[config.mk]
export PLATFORM = sky130hd
export DESIGN_NAME = md5_stream_hash
export DESIGN_NICKNAME = d
export VERILOG_FILES = /design/src/hdl/md5_pkg.sv /design/src/hdl/md5_ctrl.sv /design/src/hdl/md5_dp.sv /design/src/hdl/md5_stream_hash.sv
export VERILOG_INCLUDE_DIRS = /design/src /design/src/hdl
export SDC_FILE = /design/constraint.sdc
export NUM_CORES = 2
export LEC_CHECK = 0
export BUFFER_PORTS_ARGS = -buffer_cell sky130_fd_sc_hd__clkbuf_2
export CAP_MARGIN = 30
export CORE_MARGIN = 3
export CORE_UTILIZATION = 58
export CTS_CLUSTER_SIZE = 8
export DETAILED_ROUTE_END_ITERATION = 16
export PLACE_DENSITY = 0.78
export RECOVER_POWER = 25
export SLEW_MARGIN = 20
export SYNTH_ARGS = -nofsm -noshare
export SYNTH_HDL_FRONTEND = slang
export SYNTH_SLANG_ARGS = --single-unit
export TNS_END_PERCENT = 5
[constraint.sdc]
create_clock -name clock -period 10 [get_ports clock]
set_input_delay 0.5 -clock clock [delete_from_list [all_inputs] [get_ports clock]]
set_output_delay 0.5 -clock clock [all_outputs]
set_load 0.01 [all_outputs]
[src/hdl/md5_stream_hash_assert.svh]
// Assertion macros shared by the MD5 stream hash controller and datapath.
// Needs nothing else; bodies vanish when SYNTHESIS is defined.
`ifndef MD5_STREAM_HASH_ASSERT_SVH
`define MD5_STREAM_HASH_ASSERT_SVH
`ifndef SYNTHESIS
// Same-cycle implication, checked on every rising edge out of reset
`define MD5_ASSERT_IMPLIES(label, clk, rst, ante, cons) \
   label: assert property (@(posedge clk) disable iff (rst) (ante) |-> (cons)) \
      else $error("md5 assertion failed");
// Next-cycle implication
`define MD5_ASSERT_NEXT(label, clk, rst, ante, cons) \
   label: assert property (@(posedge clk) disable iff (rst) (ante) |=> (cons)) \
      else $error("md5 assertion failed");
`else
`define MD5_ASSERT_IMPLIES(label, clk, rst, ante, cons)
`define MD5_ASSERT_NEXT(label, clk, rst, ante, cons)
`endif
`endif

[src/hdl/md5_pkg.sv]
`timescale 1ns / 1ps
// Types, constants and round tables for the MD5 stream hash.
// Used by md5_ctrl, md5_dp and md5_stream_hash; depends on nothing.
package md5_pkg;

   // Chaining word values at the start of every message
   localparam logic [31:0] CHAIN_INIT_A = 32'h67452301;
   localparam logic [31:0] CHAIN_INIT_B = 32'hefcdab89;
   localparam logic [31:0] CHAIN_INIT_C = 32'h98badcfe;
   localparam logic [31:0] CHAIN_INIT_D = 32'h10325476;

   localparam logic [7:0] PAD_MARK_BYTE = 8'h80;
   localparam logic [5:0] LEN_POS       = 6'd56;
   localparam logic [5:0] LAST_POS      = 6'h3F;
   localparam logic [5:0] LAST_ROUND    = 6'd63;

   typedef enum logic [3:0] {
      ST_IDLE,
      ST_PAD_MARK,
      ST_PAD_ZERO,
      ST_PAD_LEN,
      ST_LOAD,
      ST_ROUND,
      ST_ADD,
      ST_EMIT
   } state_type;

   // Source of a byte written into the block buffer
   typedef enum logic [1:0] {
      BSEL_INPUT,
      BSEL_MARK,
      BSEL_ZERO,
      BSEL_LENGTH
   } byte_sel_type;

   // Controller to datapath
   typedef struct packed {
      logic         byte_we;
      logic [5:0]   byte_addr;
      byte_sel_type byte_sel;
      logic         count_inc;
      logic         load_work;
      logic         round_en;
      logic [5:0]   round_idx;
      logic [5:0]   kw_idx;
      logic         chain_add;
      logic         emit;
   } cmd_type;

   // Datapath to controller
   typedef struct packed {
      logic [5:0] fill_pos;
      logic       out_free;
   } stat_type;

   // Message word used by a round
   function automatic logic [3:0] msg_index(input logic [5:0] idx);
      logic [3:0] i;
      logic [3:0] g;
      i = idx[3:0];
      case (idx[5:4])
         2'd0:    g = i;
         2'd1:    g = 4'd5 * i + 4'd1;
         2'd2:    g = 4'd3 * i + 4'd5;
         default: g = 4'd7 * i;
      endcase
      return g;
   endfunction

   // Left rotation amount of a round
   function automatic logic [4:0] round_shift(input logic [5:0] idx);
      logic [4:0] s;
      case ({idx[5:4], idx[1:0]})
         4'h0:    s = 5'd7;
         4'h1:    s = 5'd12;
         4'h2:    s = 5'd17;
         4'h3:    s = 5'd22;
         4'h4:    s = 5'd5;
         4'h5:    s = 5'd9;
         4'h6:    s = 5'd14;
         4'h7:    s = 5'd20;
         4'h8:    s = 5'd4;
         4'h9:    s = 5'd11;
         4'hA:    s = 5'd16;
         4'hB:    s = 5'd23;
         4'hC:    s = 5'd6;
         4'hD:    s = 5'd10;
         4'hE:    s = 5'd15;
         default: s = 5'd21;
      endcase
      return s;
   endfunction

   // Additive round constant
   function automatic logic [31:0] round_const(input logic [5:0] idx);
      logic [31:0] k;
      case (idx)
         6'd0:    k = 32'hd76aa478;
         6'd1:    k = 32'he8c7b756;
         6'd2:    k = 32'h242070db;
         6'd3:    k = 32'hc1bdceee;
         6'd4:    k = 32'hf57c0faf;
         6'd5:    k = 32'h4787c62a;
         6'd6:    k = 32'ha8304613;
         6'd7:    k = 32'hfd469501;
         6'd8:    k = 32'h698098d8;
         6'd9:    k = 32'h8b44f7af;
         6'd10:   k = 32'hffff5bb1;
         6'd11:   k = 32'h895cd7be;
         6'd12:   k = 32'h6b901122;
         6'd13:   k = 32'hfd987193;
         6'd14:   k = 32'ha679438e;
         6'd15:   k = 32'h49b40821;
         6'd16:   k = 32'hf61e2562;
         6'd17:   k = 32'hc040b340;
         6'd18:   k = 32'h265e5a51;
         6'd19:   k = 32'he9b6c7aa;
         6'd20:   k = 32'hd62f105d;
         6'd21:   k = 32'h02441453;
         6'd22:   k = 32'hd8a1e681;
         6'd23:   k = 32'he7d3fbc8;
         6'd24:   k = 32'h21e1cde6;
         6'd25:   k = 32'hc33707d6;
         6'd26:   k = 32'hf4d50d87;
         6'd27:   k = 32'h455a14ed;
         6'd28:   k = 32'ha9e3e905;
         6'd29:   k = 32'hfcefa3f8;
         6'd30:   k = 32'h676f02d9;
         6'd31:   k = 32'h8d2a4c8a;
         6'd32:   k = 32'hfffa3942;
         6'd33:   k = 32'h8771f681;
         6'd34:   k = 32'h6d9d6122;
         6'd35:   k = 32'hfde5380c;
         6'd36:   k = 32'ha4beea44;
         6'd37:   k = 32'h4bdecfa9;
         6'd38:   k = 32'hf6bb4b60;
         6'd39:   k = 32'hbebfbc70;
         6'd40:   k = 32'h289b7ec6;
         6'd41:   k = 32'heaa127fa;
         6'd42:   k = 32'hd4ef3085;
         6'd43:   k = 32'h04881d05;
         6'd44:   k = 32'hd9d4d039;
         6'd45:   k = 32'he6db99e5;
         6'd46:   k = 32'h1fa27cf8;
         6'd47:   k = 32'hc4ac5665;
         6'd48:   k = 32'hf4292244;
         6'd49:   k = 32'h432aff97;
         6'd50:   k = 32'hab9423a7;
         6'd51:   k = 32'hfc93a039;
         6'd52:   k = 32'h655b59c3;
         6'd53:   k = 32'h8f0ccc92;
         6'd54:   k = 32'hffeff47d;
         6'd55:   k = 32'h85845dd1;
         6'd56:   k = 32'h6fa87e4f;
         6'd57:   k = 32'hfe2ce6e0;
         6'd58:   k = 32'ha3014314;
         6'd59:   k = 32'h4e0811a1;
         6'd60:   k = 32'hf7537e82;
         6'd61:   k = 32'hbd3af235;
         6'd62:   k = 32'h2ad7d2bb;
         default: k = 32'heb86d391;
      endcase
      return k;
   endfunction

endpackage

[src/hdl/md5_ctrl.sv]
`timescale 1ns / 1ps
// Sequencing controller of the MD5 stream hash: absorb, pad, compress, emit.
// Depends on md5_pkg and md5_stream_hash_assert.svh.
`include "md5_stream_hash_assert.svh"
module md5_ctrl (
   input  logic              clock,
   input  logic              reset,
   input  logic              req_tvalid,
   output logic              req_tready,
   input  logic              req_byte_valid,
   input  logic              req_last,
   input  md5_pkg::stat_type stat,
   output md5_pkg::cmd_type  cmd
);

   md5_pkg::state_type state_ff, state_in;
   md5_pkg::state_type ret_ff, ret_in;
   logic [5:0]         pp_ff, pp_in;
   logic [5:0]         rnd_ff, rnd_in;
   logic               accept;

   assign req_tready = (state_ff == md5_pkg::ST_IDLE);
   assign accept     = req_tvalid && req_tready;

   // Next state, return point, pad position and round count
   always_comb begin
      state_in = state_ff;
      ret_in   = ret_ff;
      pp_in    = pp_ff;
      rnd_in   = rnd_ff;
      case (state_ff)
         md5_pkg::ST_IDLE: begin
            if (accept) begin
               pp_in = stat.fill_pos + {5'd0, req_byte_valid};
               if (req_byte_valid && stat.fill_pos == md5_pkg::LAST_POS) begin
                  state_in = md5_pkg::ST_LOAD;
                  ret_in   = req_last ? md5_pkg::ST_PAD_MARK : md5_pkg::ST_IDLE;
               end else if (req_last) begin
                  state_in = md5_pkg::ST_PAD_MARK;
               end
            end
         end
         md5_pkg::ST_PAD_MARK: begin
            pp_in = pp_ff + 6'd1;
            if (pp_ff == md5_pkg::LAST_POS) begin
               state_in = md5_pkg::ST_LOAD;
               ret_in   = md5_pkg::ST_PAD_ZERO;
            end else begin
               state_in = md5_pkg::ST_PAD_ZERO;
            end
         end
         md5_pkg::ST_PAD_ZERO: begin
            if (pp_ff == md5_pkg::LEN_POS) begin
               state_in = md5_pkg::ST_PAD_LEN;
            end else begin
               pp_in = pp_ff + 6'd1;
               if (pp_ff == md5_pkg::LAST_POS) begin
                  state_in = md5_pkg::ST_LOAD;
                  ret_in   = md5_pkg::ST_PAD_ZERO;
               end
            end
         end
         md5_pkg::ST_PAD_LEN: begin
            pp_in = pp_ff + 6'd1;
            if (pp_ff == md5_pkg::LAST_POS) begin
               state_in = md5_pkg::ST_LOAD;
               ret_in   = md5_pkg::ST_EMIT;
            end
         end
         md5_pkg::ST_LOAD: begin
            rnd_in   = 6'd0;
            state_in = md5_pkg::ST_ROUND;
         end
         md5_pkg::ST_ROUND: begin
            rnd_in = rnd_ff + 6'd1;
            if (rnd_ff == md5_pkg::LAST_ROUND) begin
               state_in = md5_pkg::ST_ADD;
            end
         end
         md5_pkg::ST_ADD: begin
            state_in = ret_ff;
         end
         md5_pkg::ST_EMIT: begin
            if (stat.out_free) begin
               state_in = md5_pkg::ST_IDLE;
            end
         end
         default: begin
            state_in = md5_pkg::ST_IDLE;
         end
      endcase
   end

   // Datapath commands
   always_comb begin
      cmd           = '0;
      cmd.byte_sel  = md5_pkg::BSEL_INPUT;
      cmd.byte_addr = pp_ff;
      cmd.round_idx = rnd_ff;
      cmd.kw_idx    = rnd_ff + 6'd1;
      case (state_ff)
         md5_pkg::ST_IDLE: begin
            cmd.byte_addr = stat.fill_pos;
            cmd.byte_we   = accept && req_byte_valid;
            cmd.count_inc = accept && req_byte_valid;
         end
         md5_pkg::ST_PAD_MARK: begin
            cmd.byte_we  = 1'b1;
            cmd.byte_sel = md5_pkg::BSEL_MARK;
         end
         md5_pkg::ST_PAD_ZERO: begin
            cmd.byte_we  = (pp_ff != md5_pkg::LEN_POS);
            cmd.byte_sel = md5_pkg::BSEL_ZERO;
         end
         md5_pkg::ST_PAD_LEN: begin
            cmd.byte_we  = 1'b1;
            cmd.byte_sel = md5_pkg::BSEL_LENGTH;
         end
         md5_pkg::ST_LOAD: begin
            cmd.load_work = 1'b1;
            cmd.kw_idx    = 6'd0;
         end
         md5_pkg::ST_ROUND: begin
            cmd.round_en = 1'b1;
         end
         md5_pkg::ST_ADD: begin
            cmd.chain_add = 1'b1;
         end
         md5_pkg::ST_EMIT: begin
            cmd.emit = stat.out_free;
         end
         default: begin
            cmd.byte_we = 1'b0;
         end
      endcase
   end

   // State registers
   always_ff @(posedge clock) begin
      if (reset) begin
         state_ff <= md5_pkg::ST_IDLE;
         ret_ff   <= md5_pkg::ST_IDLE;
         pp_ff    <= 6'd0;
         rnd_ff   <= 6'd0;
      end else begin
         state_ff <= state_in;
         ret_ff   <= ret_in;
         pp_ff    <= pp_in;
         rnd_ff   <= rnd_in;
      end
   end

   `MD5_ASSERT_NEXT(a_load_starts_round0, clock, reset, cmd.load_work, cmd.round_en && cmd.round_idx == 6'd0)
   `MD5_ASSERT_IMPLIES(a_emit_needs_free, clock, reset, cmd.emit, stat.out_free)
   `MD5_ASSERT_IMPLIES(a_no_write_in_rounds, clock, reset, cmd.round_en, !cmd.byte_we && !req_tready)

endmodule

[src/hdl/md5_dp.sv]
`timescale 1ns / 1ps
// Datapath of the MD5 stream hash: block buffer, bit count, chaining words,
// round unit and digest output register. Depends on md5_pkg and the assert header.
`include "md5_stream_hash_assert.svh"
module md5_dp (
   input  logic              clock,
   input  logic              reset,
   input  md5_pkg::cmd_type  cmd,
   output md5_pkg::stat_type stat,
   input  logic [7:0]        req_data,
   output logic              rsp_tvalid,
   input  logic              rsp_tready,
   output logic [127:0]      rsp_tdata
);

   logic [31:0]  blk_ff [16];
   logic [63:0]  cnt_ff;
   logic [31:0]  chain_ff [4];
   logic [31:0]  a_ff, b_ff, c_ff, d_ff;
   logic [31:0]  kw_ff, kw_in;
   logic         rsp_valid_ff;
   logic [127:0] rsp_data_ff;
   logic [7:0]   wr_byte;
   logic [31:0]  f_val;
   logic [31:0]  sum;
   logic [31:0]  rot;
   logic [4:0]   shamt;

   assign stat.fill_pos = cnt_ff[8:3];
   assign stat.out_free = !rsp_valid_ff || rsp_tready;
   assign rsp_tvalid    = rsp_valid_ff;
   assign rsp_tdata     = rsp_data_ff;

   // Pick the byte written into the block buffer
   always_comb begin
      case (cmd.byte_sel)
         md5_pkg::BSEL_INPUT:  wr_byte = req_data;
         md5_pkg::BSEL_MARK:   wr_byte = md5_pkg::PAD_MARK_BYTE;
         md5_pkg::BSEL_LENGTH: wr_byte = cnt_ff[{cmd.byte_addr[2:0], 3'b000} +: 8];
         default:              wr_byte = 8'd0;
      endcase
   end

   // Block buffer, held as sixteen little-endian words
   always_ff @(posedge clock) begin
      if (cmd.byte_we) begin
         blk_ff[cmd.byte_addr[5:2]][{cmd.byte_addr[1:0], 3'b000} +: 8] <= wr_byte;
      end
   end

   // Round function of the current round
   always_comb begin
      case (cmd.round_idx[5:4])
         2'd0:    f_val = (b_ff & c_ff) | (~b_ff & d_ff);
         2'd1:    f_val = (b_ff & d_ff) | (c_ff & ~d_ff);
         2'd2:    f_val = b_ff ^ c_ff ^ d_ff;
         default: f_val = c_ff ^ (b_ff | ~d_ff);
      endcase
   end

   // Constant plus message word one round ahead, rotate and add for this one
   assign kw_in = md5_pkg::round_const(cmd.kw_idx) + blk_ff[md5_pkg::msg_index(cmd.kw_idx)];
   assign shamt = md5_pkg::round_shift(cmd.round_idx);
   assign sum   = a_ff + f_val + kw_ff;
   assign rot   = (sum << shamt) | (sum >> (6'd32 - {1'b0, shamt}));

   // Working variables
   always_ff @(posedge clock) begin
      if (cmd.load_work) begin
         a_ff  <= chain_ff[0];
         b_ff  <= chain_ff[1];
         c_ff  <= chain_ff[2];
         d_ff  <= chain_ff[3];
         kw_ff <= kw_in;
      end else if (cmd.round_en) begin
         a_ff  <= d_ff;
         b_ff  <= b_ff + rot;
         c_ff  <= b_ff;
         d_ff  <= c_ff;
         kw_ff <= kw_in;
      end
   end

   // Chaining words and bit count; reinitialise once the digest is taken
   always_ff @(posedge clock) begin
      if (reset || cmd.emit) begin
         chain_ff[0] <= md5_pkg::CHAIN_INIT_A;
         chain_ff[1] <= md5_pkg::CHAIN_INIT_B;
         chain_ff[2] <= md5_pkg::CHAIN_INIT_C;
         chain_ff[3] <= md5_pkg::CHAIN_INIT_D;
         cnt_ff      <= 64'd0;
      end else begin
         if (cmd.chain_add) begin
            chain_ff[0] <= chain_ff[0] + a_ff;
            chain_ff[1] <= chain_ff[1] + b_ff;
            chain_ff[2] <= chain_ff[2] + c_ff;
            chain_ff[3] <= chain_ff[3] + d_ff;
         end
         if (cmd.count_inc) begin
            cnt_ff <= cnt_ff + 64'd8;
         end
      end
   end

   // Digest output register
   always_ff @(posedge clock) begin
      if (reset) begin
         rsp_valid_ff <= 1'b0;
      end else if (cmd.emit) begin
         rsp_valid_ff <= 1'b1;
      end else if (rsp_tready) begin
         rsp_valid_ff <= 1'b0;
      end
   end

   always_ff @(posedge clock) begin
      if (cmd.emit) begin
         rsp_data_ff <= {chain_ff[3], chain_ff[2], chain_ff[1], chain_ff[0]};
      end
   end

   `MD5_ASSERT_NEXT(a_emit_shows_digest, clock, reset, cmd.emit, rsp_tvalid)
   `MD5_ASSERT_NEXT(a_emit_clears_count, clock, reset, cmd.emit, cnt_ff == 64'd0)
   `MD5_ASSERT_NEXT(a_count_step, clock, reset, cmd.count_inc && !cmd.emit, cnt_ff == $past(cnt_ff) + 64'd8)

endmodule

[src/hdl/md5_stream_hash.sv]
`timescale 1ns / 1ps
// MD5 stream hash, top level: controller plus datapath.
// Depends on md5_pkg, md5_ctrl and md5_dp.
//
// Usage: message bytes enter one per req_ beat. req_tdata carries the byte,
// req_tuser says the byte belongs to the message (0 for an empty beat), and
// req_tlast closes the message. A closing beat with req_tuser low ends the
// message without adding a byte, so an empty message can be hashed.
// When a beat fills the 64-byte block, the compression of that block
// (load, 64 rounds, one add) runs on the single shared round unit, and
// req_tready is low throughout, so no byte is taken until it is done.
// After a closing beat, padding writes one byte per cycle and runs one or
// two compressions before the digest appears on rsp_tdata (word A in the
// lowest 32 bits). The digest sits in an output register, so the next
// message may start while rsp_tready is low; only a second digest waits
// for the first to be taken.
// Reset clears the chaining words, bit count and handshakes; no clearing
// pass is needed.
module md5_stream_hash (
   input  logic         clock,
   input  logic         reset,
   input  logic         req_tvalid,
   output logic         req_tready,
   input  logic [7:0]   req_tdata,   // [7:0] data_byte
   input  logic         req_tuser,   // [0] byte_valid
   input  logic         req_tlast,   // end of message
   output logic         rsp_tvalid,
   input  logic         rsp_tready,
   output logic [127:0] rsp_tdata    // digest_a, digest_b, digest_c, digest_d
);

   md5_pkg::cmd_type  cmd;
   md5_pkg::stat_type stat;

   md5_ctrl u_ctrl (
      .clock          (clock),
      .reset          (reset),
      .req_tvalid     (req_tvalid),
      .req_tready     (req_tready),
      .req_byte_valid (req_tuser),
      .req_last       (req_tlast),
      .stat           (stat),
      .cmd            (cmd)
   );

   md5_dp u_dp (
      .clock      (clock),
      .reset      (reset),
      .cmd        (cmd),
      .stat       (stat),
      .req_data   (req_tdata),
      .rsp_tvalid (rsp_tvalid),
      .rsp_tready (rsp_tready),
      .rsp_tdata  (rsp_tdata)
   );

endmodule
Word level (Yosys, flattened, before mapping):

Memories as Yosys holds them, arrays and structs flattened. A register that Yosys moved wholly into a read port is not among the register bits.
Index checks and enable logic that the tools add are counted.

* equal/unequal tests: 25
* reductions and logical operators: 19
* add/subtract/negate cells: 16
* mux-type cells: 57
* bitwise gates (word level): 17
* multiply operators: 3
* shifts and indexed selects: 5

Operators by type and width (number)
* 32-bit two-way mux: 15
* 32-bit adder: 8
* 32-bit bitwise AND: 4
* 32-bit OR: 4
* 32-bit one-hot mux with 3 select lines: 1
* 32-bit XOR: 3
* 64-bit by 4-bit adder with 64-bit output, second input constant: 1
* 32-bit inverter: 2
* 64-bit by 7-bit variable part select with 8-bit output: 1
* 4-bit two-way mux: 14
* 4-bit one-hot mux with 8 select lines: 1
* 8-bit by 7-bit variable shift with 32-bit output, first input constant: 1
* 8-bit by 7-bit variable part select with 32-bit output: 1
* 32-bit by 5-bit left shift with 32-bit output: 1
* 32-bit by 6-bit right shift with 32-bit output: 1
* 6-bit equality test, second input constant: 4
* 6-bit two-way mux: 4
* 8-bit one-hot mux with 3 select lines: 1
* 6-bit one-hot mux with 3 select lines: 1
* 4-bit by 3-bit equality test with 1-bit output, second input constant: 4
* 4-bit one-hot mux with 4 select lines: 1
* 1-bit two-way mux: 14
* 6-bit by 1-bit adder with 6-bit output, second input constant: 2
* 4-bit one-hot mux with 3 select lines: 1
* other kinds (32): 52

* logic and storage cells: 158
* memories: 4
* bits in writable memories: 640
* input port bits: 14
* output and inout port bits: 130
* memory bits (read-only): 2128
* bits in registers: 373

Memories
* (name not given): words 64, width 32, rd ports 1, clocked after memory_dff 0, wr ports 0, RTL line md5_pkg.sv:97 `case (idx)`
* u_dp.blk_ff: words 16, width 32, rd ports 1, clocked after memory_dff 0, wr ports 1, RTL line md5_dp.sv:16 `logic [31:0] blk_ff [16];`
* u_dp.chain_ff: words 4, width 32, rd ports 4, clocked after memory_dff 0, wr ports 4, RTL line md5_dp.sv:18 `logic [31:0] chain_ff [4];`
* (name not given): words 16, width 5, rd ports 1, clocked after memory_dff 1, wr ports 0, RTL line md5_pkg.sv:73 `case ({idx[5:4], idx[1:0]})`

Depth between registers and ports, before layout:

* word-level depth: 11
* mapped depth: 38
* gate-level depth less buffers: 35

Modules after synthesis:

From an unflattened synthesis, not the netlist that was laid out.

* cells, all modules: 5163
* area, all modules: 59079.2 µm²

Modules (own cells, without submodules)
* md5_dp: seq. area each 29107.9 µm², area an instance 57472.6 µm², cells each 4962, times used 1
* md5_ctrl: seq. area each 380.4 µm², area an instance 1606.5 µm², cells each 201, times used 1

Least setup slack after synthesis:

No wires, ideal clock.

* kind: reg2reg
* start point: reg u_ctrl.state_ff[2]
* end point: mem u_dp.chain_ff[0][0], enable pin
* stages on the path, launching flop included: 9
* buffers on the path: 2
* arrival time: 10.453 ns
* path slack: -1.095 ns
* period minus slack after synthesis: 11.095 ns
* library setup time: 0.642 ns
* cells stage by stage: dfxtp_1 buf_6 inv_1 nor2_1 nand3_1 nor2b_1 or2_2 clkbuf_1 o21bai_1

RTL lines
* start, declared: RTL line md5_ctrl.sv:16 `md5_pkg::state_type state_ff, state_in;`
* start signal, assigned: RTL line md5_ctrl.sv:141 `state_ff <= md5_pkg::ST_IDLE;`
* start signal, assigned: RTL line md5_ctrl.sv:146 `state_ff <= state_in;`
* end, declared: RTL line md5_dp.sv:18

Worst setup path in the final report:

* start point: reg u_ctrl.rnd_ff[5]
* end point: reg u_dp.b_ff[31], data pin

* longest elaborated chain between the ends: 9

RTL lines
* start, declared: RTL line md5_ctrl.sv:19 `logic [5:0] rnd_ff, rnd_in;`
* start signal, assigned: RTL line md5_ctrl.sv:149 `rnd_ff <= rnd_in;`
* 2-bit equality test (tied with other cells): RTL line md5_dp.sv:53 `case (cmd.round_idx[5:4])`
* 32-bit one-hot mux with 3 select lines *: RTL line md5_dp.sv:53
* 32-bit adder * (2 in series): RTL line md5_dp.sv:64 `assign sum = a_ff + f_val + kw_ff;`
* 32-bit by 6-bit right shift with 32-bit output / 32-bit by 5-bit left shift with 32-bit output (equally long branches): RTL line md5_dp.sv:65 `assign rot = (sum << shamt) | (sum >> (6'd32 - {1'b0, shamt}));`
* 32-bit OR *: RTL line md5_dp.sv:65
* 32-bit adder *: RTL line md5_dp.sv:77 `b_ff <= b_ff + rot;`
* 32-bit two-way mux *: RTL line md5_dp.sv:75 `end else if (cmd.round_en) begin`
* 32-bit two-way mux *: RTL line md5_dp.sv:69 `if (cmd.load_work) begin`
* end signal, assigned: RTL line md5_dp.sv:71 `b_ff <= chain_ff[1];`
* end signal, assigned: RTL line md5_dp.sv:77
* end, declared: RTL line md5_dp.sv:19 `logic [31:0] a_ff, b_ff, c_ff, d_ff;`

Every way passes the cells marked *; elsewhere a longest branch is shown, timed or not. The select of a mux whose other input is x is not followed.
A chain may end at the register's enable or synchronous reset.

==> summary.md <==
| Metric | Value |
|---|---|
| 1st-iter DRT viols | 5962 |
| CTS tree | done |
| Final min period | 9.48 ns |
| Fin crit share | 94.8% |
| Initial Util | 58.6% |
| # nets final | 6338 |
| RR Startpoint | u_ctrl.rnd_ff[5] |
| # setup viols final | 0 |
| Syn_nets | 6264 |
| Critical Path Max Stage Delay | 0.68 ns |
| Global route overflow | 0 |
| Post-synthesis compound-gate area fraction | 17.7% |
| Setup Crit Path Kind | reg -> reg |
| Final hold violation count | 0 |
| Main flop type after synthesis | edfxtp_1 |
| Post-CTS Resized | 0 |
| Reg2reg path depth | 31 |
| Hold slack final | 0.163 ns |
| Peak supply drop | 187 uV |
| CP startpoint | u_ctrl.rnd_ff[5] |
| CTS clk-pin slew, worst paths | 0.05 ns |
| Residual DRC count | 0 |
| Mux cell area share after synthesis | 2.88% |
| Most common cell in the netlist | nand2_1 |
| Top cell type by total area after synthesis | edfxtp_1 |
| Synth Register Bits | 1014 |
| Cells after Synth | 5951 |
| Synth cell count leaders | nand2_1 (940), edfxtp_1 (928), nor2_1 (438) |
| Worst skew pair latency | 0.77 ns |
| Routed via count | 48400 |
| Area of the core | 102000 sq um |
| Main combinational cell family by area after synthesis | compound AO/OA/AOI/OAI gates |
| Setup TNS Final | 0 ns |
| Post-Synth Adder-Cell Area | 7.26% |
| Pleak | 24.1 nW |
| Core Util, Final | 64.6% |
| First-pass GRT wire length | 268000 um |
| Root Buffer | clkbuf_16 |
| Max clock buf depth | 3 |
| Mapped cell area | 59900 sq um |
| Largest net degree at the start of global routing | 192 |
| Num ports | 144 |
| Power density cells | 142 nW/um^2 |
| Area Overhead vs Synth | 10.2% |
| Least-Margin Pin Slew | 3.61 ns |
| Simple logic cell fraction of the synthesized area | 14.8% |
| Slew Limit Headroom | -141% |
| # clock sinks | 1014 |
| Crit end category | flip-flop |
| Width of the chip | 327 um |
| Antenna violation net count after detailed routing | 0 |
| R2R Path End | u_dp.b_ff[31] |
| Critical Path Fanout Max | 82 |
| Worst path slowest cell | buf_4 |
| RSZ-0062 raised after global routing | no |
| Startpoint Class | flip-flop |
| Die ar. | 107000 sq um |
| Post-CTS Hold Buffers | 0 |
| Reg2reg setup slack | 0.52 ns |
| Final Slew Violations | 459 |
| Initial antenna violation count | 3 |
| Synthesized area per cell | 10.1 sq um |
| Post-synthesis xor/xnor area fraction | 4.25% |
| Max_cap viols | 9 |
| Number of synthesized flops with an enable pin | 928 |
| Pre-antenna DRT Iters | 6 |
| Routability congestion estimate | 0.987 |
| Total wire length | 177000 um |
| Worst path depth | 31 |
| Yosys cell types | 99 |
| CP Buf/Inv Count | 2 |
| Row count | 117 |
| Status | finished, violations left |
| CP arrival | 9.99 ns |
| Failing checks | max-capacitance violations, max-slew violations |
| Max Clock Freq | 106 MHz |
| Seq/Total Area, Yosys | 49.4% |
| Setup bufs post-CTS | 0 |
| Number of global-route vias before repair | 45400 |
| Worst Hold Class | in -> reg |
| Post-synth ARST share | 0% |
| H-tree depth | 4 |
| CP top delay family | compound AO/OA/AOI/OAI gates |
| Die extent in y | 327 um |
| Top post-synthesis cells by area | edfxtp_1 (47%), nand2_1 (5.9%), ha_1 (5.4%) |
| Buffers on Ports | 143 |
| FF+latch area | 29600 sq um |
| Worst EP required | 10.51 ns |
| Routed vias/inst | 6.49 |
| Skew final | 0.0500 ns |
| Avg WL per Cell | 23.7 um |
| Gr usage total | 32.3% |
| Fill cell count | 7993 |
| Dpl hpwl | 121000 um |
| Synthesis warning total | 0 |
| Worst Setup EP | u_dp.b_ff[31] |
| Synth top area share | 46.5% |
| Multi-input logic area | 28200 sq um |
| Num CTS Buffers | 145 |
| Share of post-route cells with drive strength above 1 | 6.73% |
power by group:
| group | internal, mW | switching (mW) |
|---|---|---|
| Combinational | 0.0534 | 0.133 |
| Clock | 2.68 | 1.84 |
| Sequential | 4.62 | 0.0166 |
how the worst min path moves through the flow:
stage,from,endpoint,slack [ns],cells past startpoint
after floorplan,u_ctrl.ret_ff[0],u_ctrl.ret_ff[0],0.43,2
after global placement,u_ctrl.ret_ff[0],u_ctrl.ret_ff[0],0.45,2
after detailed placement,u_ctrl.ret_ff[2],u_ctrl.ret_ff[2],0.45,2
after CTS,req_tlast,u_ctrl.ret_ff[0],0.12,4
after global routing,req_tlast,u_ctrl.ret_ff[0],0.18,4
final,req_tlast,u_ctrl.ret_ff[0],0.16,4
cell type report:
type	count	area share (%)
diodes	1	0.00379
clock buffers	183	5.74
clock inverters	16	0.517
inverters	249	1.42
multi-input cells	4358	42.8
flip-flops and latches	1014	44.8
well taps	1368	2.59
repair buffers	257	2.13
metal layers:
metal	up-vias	track usage (%)	wire length (um)
met4	4	18.8	11400
met3	562	5.70	15400
met1	23200	41.5	67900
met2	2595	51.5	81900
li1	22000	-	-
met5	-	0	26
metrics by stage:
| stage | cells | total power [mW] | setup WS (ns) | instance area, sq um |
|---|---|---|---|---|
| 5_1_grt | 7445 | 9.58 | 0.0776 | 66000 |
| 3_5_place_dp | 7226 | 4.90 | 0.786 | 61900 |
| 2_1_floorplan | 5951 | 4.84 | 1.44 | 59900 |
| 6_report | 7446 | 9.35 | 0.522 | 66000 |
| 3_3_place_gp | 7226 | 4.89 | 0.966 | 61900 |
| 4_1_cts | 7425 | 9.39 | 0.755 | 66100 |
registers in the layout, summed over array words and instances, names as in the netlist:
name	cells
u_dp.a_ff	32
u_dp.cnt_ff	61
u_dp.kw_ff	32
u_dp.chain_ff	128
u_dp.rsp_tdata	128
u_dp.b_ff	32
u_dp.shamt	5
u_dp.rsp_tvalid	1
u_ctrl.ret_ff	3
u_ctrl.rnd_ff	6
u_dp.c_ff	32
u_dp.d_ff	32
u_ctrl.state_ff	4
u_dp.blk_ff	512
u_ctrl.pp_ff	6
logic make-up (layout without fill, tap and decap cells):
| kind of cell | count (synthesis) | after routing |
|---|---|---|
| XOR/XNOR | 285 | 285 |
| buffers and inverters | 579 | 705 |
| AND/OR/NAND/NOR | 1993 | 1993 |
| AO/OA/AOI/OAI | 1607 | 1607 |
| flip-flops | 1014 | 1014 |
| adder cells (fa/ha/maj) | 329 | 329 |
| other | 1 | 2 |
| multiplexers | 143 | 143 |
tightest hold or removal path, stage by stage:
cell and delay [ns]:
clkbuf_2 0.14, nand2_1 0.08, a21o_1 0.10, a21oi_1 0.06
cells in the final DEF (no fill, tap or decap), types with 46 or more instances in the layout:
master / Yosys / final
inv_1: 246 / 245
and2_0: 68 / 70
dfxtp_1: 86 / 83
xor2_1: 157 / 153
xnor2_1: 122 / 119
mux2i_1: 98 / 98
edfxtp_1: 928 / 928
nor3_1: 72 / 72
buf_4: 0 / 100
a211oi_1: 212 / 211
o221ai_1: 49 / 49
nor2_1: 438 / 436
nand2_1: 940 / 937
clkbuf_16: 0 / 146
nand2b_1: 46 / 46
and2_1: 103 / 100
ha_1: 258 / 257
a21o_1: 82 / 82
a21oi_1: 423 / 423
o21ai_0: 281 / 281
a31oi_1: 140 / 140
clkbuf_1: 247 / 177
a311oi_1: 80 / 80
nand3_1: 128 / 128
(Power assumes the default switching activity.)
